<file path="src/sv/psf_pkg.sv">
// Package for the power spectrogram frame unit: shared widths, table types
// and the constant functions that build the cosine and Hann window tables.
// No dependencies.
`default_nettype none

package psf_pkg;

  localparam int MAX_N = 64;
  localparam int MUL_W = 33;
  localparam int PROD_W = 2 * MUL_W;
  localparam logic [63:0] TWO_PI_Q30 = 64'd6746518852;
  localparam logic [31:0] LN2_Q32 = 32'd2977044472;

  typedef logic signed [16:0] q15_tab_t [MAX_N];

  typedef enum logic [2:0] {
    REG_HOP    = 3'd0,
    REG_MULT   = 3'd1,
    REG_SHIFT  = 3'd2,
    REG_LOG    = 3'd3,
    REG_OFFSET = 3'd4
  } reg_idx_e;

  // Taylor divisors (2i-1)*(2i)
  function automatic longint taylor_div(input int i);
    longint d;
    case (i)
      1: d = 2;
      2: d = 12;
      3: d = 30;
      4: d = 56;
      5: d = 90;
      6: d = 132;
      default: d = 182;
    endcase
    return d;
  endfunction

  // restoring division truncated toward zero, den positive, elaboration only
  function automatic longint div_trunc(input longint num, input longint den);
    logic [63:0] mag;
    logic [64:0] rem;
    logic [63:0] q;
    mag = (num < 0) ? 64'(-num) : 64'(num);
    rem = '0;
    q = '0;
    for (int b = 63; b >= 0; b--) begin
      rem = {rem[63:0], mag[b]};
      if (rem >= {1'b0, 64'(den)}) begin
        rem = rem - {1'b0, 64'(den)};
        q[b] = 1'b1;
      end
    end
    return (num < 0) ? -longint'(q) : longint'(q);
  endfunction

  // cos on a quarter turn, p in 0..16384, Q15 result 0..32768
  function automatic logic signed [16:0] cos_quarter(input logic [14:0] p);
    logic [63:0] r;
    longint r2;
    longint t;
    longint sum;
    longint pr;
    r = (64'(p) * TWO_PI_Q30) >> 16;
    r2 = longint'((r * r) >> 30);
    t = longint'(1) <<< 30;
    sum = t;
    for (int i = 1; i <= 7; i++) begin
      pr = t * r2;
      pr = (pr < 0) ? -((-pr) >>> 30) : (pr >>> 30);
      t = -div_trunc(pr, taylor_div(i));
      sum = sum + t;
    end
    if (sum < 0) sum = 0;
    if (sum > (longint'(1) <<< 30)) sum = longint'(1) <<< 30;
    return 17'((sum + 16384) >>> 15);
  endfunction

  function automatic logic signed [16:0] cos_turns(input logic [15:0] a);
    logic [14:0] p;
    logic [14:0] q;
    logic signed [16:0] c;
    p = {1'b0, a[13:0]};
    q = 15'(16384) - p;
    case (a[15:14])
      2'd0: c = cos_quarter(p);
      2'd1: c = -cos_quarter(q);
      2'd2: c = -cos_quarter(p);
      default: c = cos_quarter(q);
    endcase
    return c;
  endfunction

  // restoring division, elaboration only
  function automatic logic [31:0] udiv(input logic [31:0] num, input logic [31:0] den);
    logic [32:0] rem;
    logic [31:0] q;
    rem = '0;
    q = '0;
    for (int b = 31; b >= 0; b--) begin
      rem = {rem[31:0], num[b]};
      if (rem >= {1'b0, den}) begin
        rem = rem - {1'b0, den};
        q[b] = 1'b1;
      end
    end
    return q;
  endfunction

  function automatic q15_tab_t build_cos(input int log2n);
    q15_tab_t tab;
    for (int m = 0; m < MAX_N; m++) begin
      if (m < (1 << log2n)) tab[m] = cos_turns(16'(m << (16 - log2n)));
      else tab[m] = '0;
    end
    return tab;
  endfunction

  function automatic q15_tab_t build_win(input int n);
    q15_tab_t tab;
    logic [31:0] f;
    int w;
    for (int i = 0; i < MAX_N; i++) begin
      if (i < n) begin
        f = udiv(32'(i * 65536 + ((n - 1) >> 1)), 32'(n - 1));
        w = (32768 - int'(cos_turns(f[15:0])) + 1) >> 1;
        tab[i] = 17'(w);
      end else begin
        tab[i] = '0;
      end
    end
    return tab;
  endfunction

endpackage

`default_nettype wire

</file>
<file path="src/sv/psf_mul.sv">
// Shared signed multiplier with registered product for the frame unit.
// Depends on psf_pkg.
`default_nettype none

module psf_mul (
  input  wire logic                               clk_i,
  input  wire logic signed [psf_pkg::MUL_W-1:0]   a_i,
  input  wire logic signed [psf_pkg::MUL_W-1:0]   b_i,
  output      logic signed [psf_pkg::PROD_W-1:0]  prod_o
);

  logic signed [psf_pkg::PROD_W-1:0] prod_q;

  always_ff @(posedge clk_i) begin
    prod_q <= psf_pkg::PROD_W'(a_i) * psf_pkg::PROD_W'(b_i);
  end

  assign prod_o = prod_q;

endmodule

`default_nettype wire

</file>
<file path="config.mk">
export PLATFORM = sky130hd
export DESIGN_NAME = psf_mul
export DESIGN_NICKNAME = d
export VERILOG_FILES = /design/src/sv/psf_pkg.sv /design/src/sv/psf_mul.sv
export SDC_FILE = /design/constraint.sdc
export NUM_CORES = 2
export LEC_CHECK = 0
export BUFFER_PORTS_ARGS = -buffer_cell sky130_fd_sc_hd__buf_4
export CAP_MARGIN = 0
export CELL_PAD_IN_SITES_DETAIL_PLACEMENT = 0
export CELL_PAD_IN_SITES_GLOBAL_PLACEMENT = 1
export CORE_ASPECT_RATIO = 1.25
export CORE_MARGIN = 1.5
export CORE_UTILIZATION = 30
export DETAILED_ROUTE_END_ITERATION = 8
export PLACE_DENSITY_LB_ADDON = 0.2
export SLEW_MARGIN = 25
export SYNTH_ARGS = -nofsm -noshare
export SYNTH_HDL_FRONTEND = slang
export SYNTH_SLANG_ARGS = --single-unit
</file>
<file path="constraint.sdc">
create_clock -name clk_i -period 22.6 [get_ports clk_i]
set_input_delay 4.52 -clock clk_i [delete_from_list [all_inputs] [get_ports clk_i]]
set_output_delay 4.52 -clock clk_i [all_outputs]
set_load 0.1 [all_outputs]
</file>
[After elaboration in Yosys (flattened, before gate mapping)]
Index checks and enable logic that the tools add are counted.
Operators by class
  multiply operators: 1
Operators by type and width (number)
  multiplier 33 x 33 -> 66 bit: 1
Storage, ports and cells
  output and inout port bits: 66
  register bits: 66

[Logic depth before layout (Yosys ltp)]
  depth in word-level cells: 1
  gate-level depth with buffers: 27

[Least setup slack after synthesis]
No wires, ideal clock.
  kind: input to register
  from: in a_i[32] (netlist name)
  to: reg prod_q (netlist bit prod_o[62])
  cell stages on the path: 23
  data arrival time: 11677 ps
  path buffers: 2
  library setup time: 79 ps
  slack: 10844 ps
  cells stage by stage: clkbuf_1 > nand2_1 > inv_1 > fa_1 > fa_1 > fa_1 > fa_1 > fa_1 > fa_1 > fa_1 > inv_1 > fa_1 > inv_1 > ha_1 > clkbuf_1 > and3_1 > nand3_1 > nand2b_1 > a2111oi_4 > a211oi_4 > a21o_2 > a21o_1 > a211oi_2
On the way
  word-level cells in the longest chain between the ends: 1
Ends and longest elaborated chain
  start: declaration: RTL line psf_mul.sv:7  | input wire logic signed [psf_pkg::MUL_W-1:0] a_i,
  multiplier 33 x 33 -> 66 bit: RTL line psf_mul.sv:15  | prod_q <= psf_pkg::PROD_W'(a_i) * psf_pkg::PROD_W'(b_i);
  end signal: assignment: RTL line psf_mul.sv:15
  end: declaration: RTL line psf_mul.sv:12  | logic signed [psf_pkg::PROD_W-1:0] prod_q;
Every way passes these cells.

[Final worst setup path]
  from: in b_i[9] (netlist name)
  to: reg prod_q (netlist bit prod_o[64])
On the way
  word-level cells in the longest chain between the ends: 1
Ends and longest elaborated chain
  start: declaration: RTL line psf_mul.sv:8  | input wire logic signed [psf_pkg::MUL_W-1:0] b_i,
  multiplier 33 x 33 -> 66 bit: RTL line psf_mul.sv:15
Every way passes these cells.

==> flow_metrics.env <==
export IMPL_status="finished, final reports clean"
export IMPL_critical_path_arrival_ns=12.26
export IMPL_hold_path_depth=2
export IMPL_syn_area_sq_mm=0.0407
export IMPL_critical_path_class="primary input to flop"
export IMPL_die_h_um=415
export IMPL_drt_wl_total_um=129000
export IMPL_area_delta_synth_final_pct=6.60
export IMPL_clockRootBuffer="clkbuf_16"
export IMPL_synth_top_family_by_area="adder cells"
export IMPL_cts_sinks=66
export IMPL_dp_hpwl_um=106000
export IMPL_yosysUniqueCellTypes=80
export IMPL_synth_fp_nets=5767
export IMPL_ctsResizeCount=0
export IMPL_largest_reg_flops=66
export IMPL_nNetsFinal=5691
export IMPL_synth_simple_gate_area_share_pct=15.8
export IMPL_synth_edf_count=0
export IMPL_grt_pass1_vias=31600
export IMPL_synth_compound_area_share_pct=4.07
export IMPL_dr_pass1_iters=5
export IMPL_ys_warn_count=0
export IMPL_synth_mux_area_share_pct=0
export IMPL_fin_crit_sh_pct=53.0
export IMPL_h_tree_depth=3
export IMPL_hold_class="primary input to flop"
export IMPL_critPathCaptureType="flop"
export IMPL_postRouteAntennaNets=0
export IMPL_antenna_found_initial=6
export IMPL_slew_headroom_pct=50.9
export IMPL_grt_max_degree=34
export IMPL_cap_violations=0
export IMPL_finalHoldViolations=0
export IMPL_core_sq_mm=0.135
export IMPL_synth_common_cells="fa_1, inv_1, and2_1, nand2_1, ha_1"
export IMPL_dieArea_sq_mm=0.138
export IMPL_min_to="prod_o[0]"
export IMPL_hold_start="b_i[0]"
export IMPL_required_ns=22.88
export IMPL_hold_ws_ns=4.58
export IMPL_yosysTopAreaCell="fa_1"
export IMPL_core_rowCount=151
export IMPL_post_drt_wl_per_cell_um=21.4
export IMPL_worst_path_max_fanout=33
export IMPL_ios=133
export IMPL_yosys_area_share_adder_pct=62.9
export IMPL_syn_avg_cell_area_sq_um=9.39
export IMPL_synth_yosys_seq_area_share_pct=3.24
export IMPL_setup_violations=0
export IMPL_async_reset_ff_share_pct=0
export IMPL_yosys_top_cells_area="fa_1, inv_1, and2_1, ha_1, nand2_1"
export IMPL_synth_seq_cells=66
export IMPL_drc=0
export IMPL_drive_above_1_share_pct=4.43
export IMPL_multi_input_area_sq_mm=0.0343
export IMPL_seq_area_sq_mm=0.00132
export IMPL_yosysMostFrequentCell="fa_1"
export IMPL_dr_total_vias=27900
export IMPL_die_w_um=333
export IMPL_numCtsBuffers=9
export IMPL_syn_inst=4338
export IMPL_overflow=0
export IMPL_start_util_pct=30.2
export IMPL_yosys_area_top_type_share_pct=56.3
export IMPL_period_needed_ns=11.98
export IMPL_grt_setup_unrepaired="false"
export IMPL_drv_slew=0
export IMPL_post_cts_buffers=0
export IMPL_fin_setup_tns_ns=0
export IMPL_grt_usage_pct=19.3
export IMPL_clk_pin_slew_worst_paths_ns=0.09
export IMPL_synth_xor_area_share_pct=1.46
export IMPL_cts_max_path_buffers=2
export IMPL_dpl_cell_area_sq_mm=0.0431
export IMPL_routed_via_density=4.63
export IMPL_worst_slew_pin_slew_ns=0.736
export IMPL_nFillCells=14300
export IMPL_critPathLaunchType="primary input"
export IMPL_grt_pass1_wl_um=197000
export IMPL_drt_iter0_drc=1223
export IMPL_finalInstanceArea_sq_mm=0.0434
export IMPL_numPortBuffers=132
export IMPL_routabilityCongestion=0.832
export IMPL_synthFlopType="dfxtp_1"
export IMPL_holdBufCountCts=0
export IMPL_clock_fmax_ghz=0.0834
export IMPL_cts_tree="yes"
export IMPL_utilization_pct=32.1
[layer usage]
metal	vias up	track usage [%]	share of wire (%)
met3	135	1.24	1.9
met1	15200	20.2	34
met5	-	0	0.023
met2	436	39.7	60
li1	12200	-	-
met4	4	6.55	3.8
[per-stage QoR]
step                      cells  worst slack (ns)
after global routing       6027             10.14
after detailed placement   6010             10.04
after floorplan            4338             10.84
after global placement     6010             10.03
final                      6028             10.62
after CTS                  6026             10.39
[worst max-delay path: stages]
cell and delay [ns]:
buf_4 0.40, nand2_1 0.23, fa_1 0.79, fa_1 0.54, fa_1 0.57, inv_1 0.06
fa_1 0.48, fa_1 0.65, fa_1 0.46, fa_1 0.50, inv_1 0.05, fa_1 0.48
inv_1 0.04, ha_1 0.43, nand3_1 0.25, nor2_1 0.29, nand2_1 0.15, nor3_1 0.50
o311ai_4 0.28, nand3_2 0.19, a211oi_1 0.09, a311oi_1 0.29
[layout make-up]
type / instances / area share, %
timing repair buffer: 134 / 2.32
inverter: 1131 / 9.78
clock inverter: 7 / 0.231
multi-input combinational: 2920 / 79.0
sequential: 66 / 3.04
tap: 1759 / 5.07
antenna: 2 / 0.0115
clock buffer: 9 / 0.519
[logic make-up (layout without fill, tap and decap cells)]
group           count (synthesis)  in the layout
buf+inv                      1352           1281
fa+ha+maj                    1362           1362
xor+xnor                       68             68
flops                          66             66
compound gates                219            219
simple gates                 1271           1271
other cells                     0              2
[cell usage in the layout, fill, tap and decap left out, types with 5 or more instances in the layout]
cell       netlist  layout
xnor2_1         43      43
ha_1           217     217
nor2b_1          5       5
nor2_1          68      68
dfxtp_1         66      66
nand2b_1        12      12
a21oi_1         57      57
nand2_1        551     551
nand3_1         25      25
buf_4            0     134
a31oi_1          8       8
xor2_1          25      25
clkbuf_16        0       9
inv_1         1131    1130
and3_1           5       5
o21ai_0         25      25
nor3_1           7       7
a211o_1          6       6
o21a_1           6       6
a211oi_1         7       7
and2_1         562     562
o21bai_1        11      11
o21ai_1          6       6
fa_1          1145    1144
and4_1           5       5
a21o_1          36      36
nand4_1         11      11
[worst max path at each step]
stage,startpoint,to,depth (start not counted)
after floorplan,a_i[32],prod_o[62],23
after global placement,b_i[0],prod_o[64],20
after detailed placement,b_i[0],prod_o[64],20
after CTS,b_i[0],prod_o[64],20
after global routing,b_i[0],prod_o[64],22
final,b_i[9],prod_o[64],22
Power is left out: the tool's default activity adds up to more than one toggle a clock period on the data nets, which glitch-free logic cannot reach.
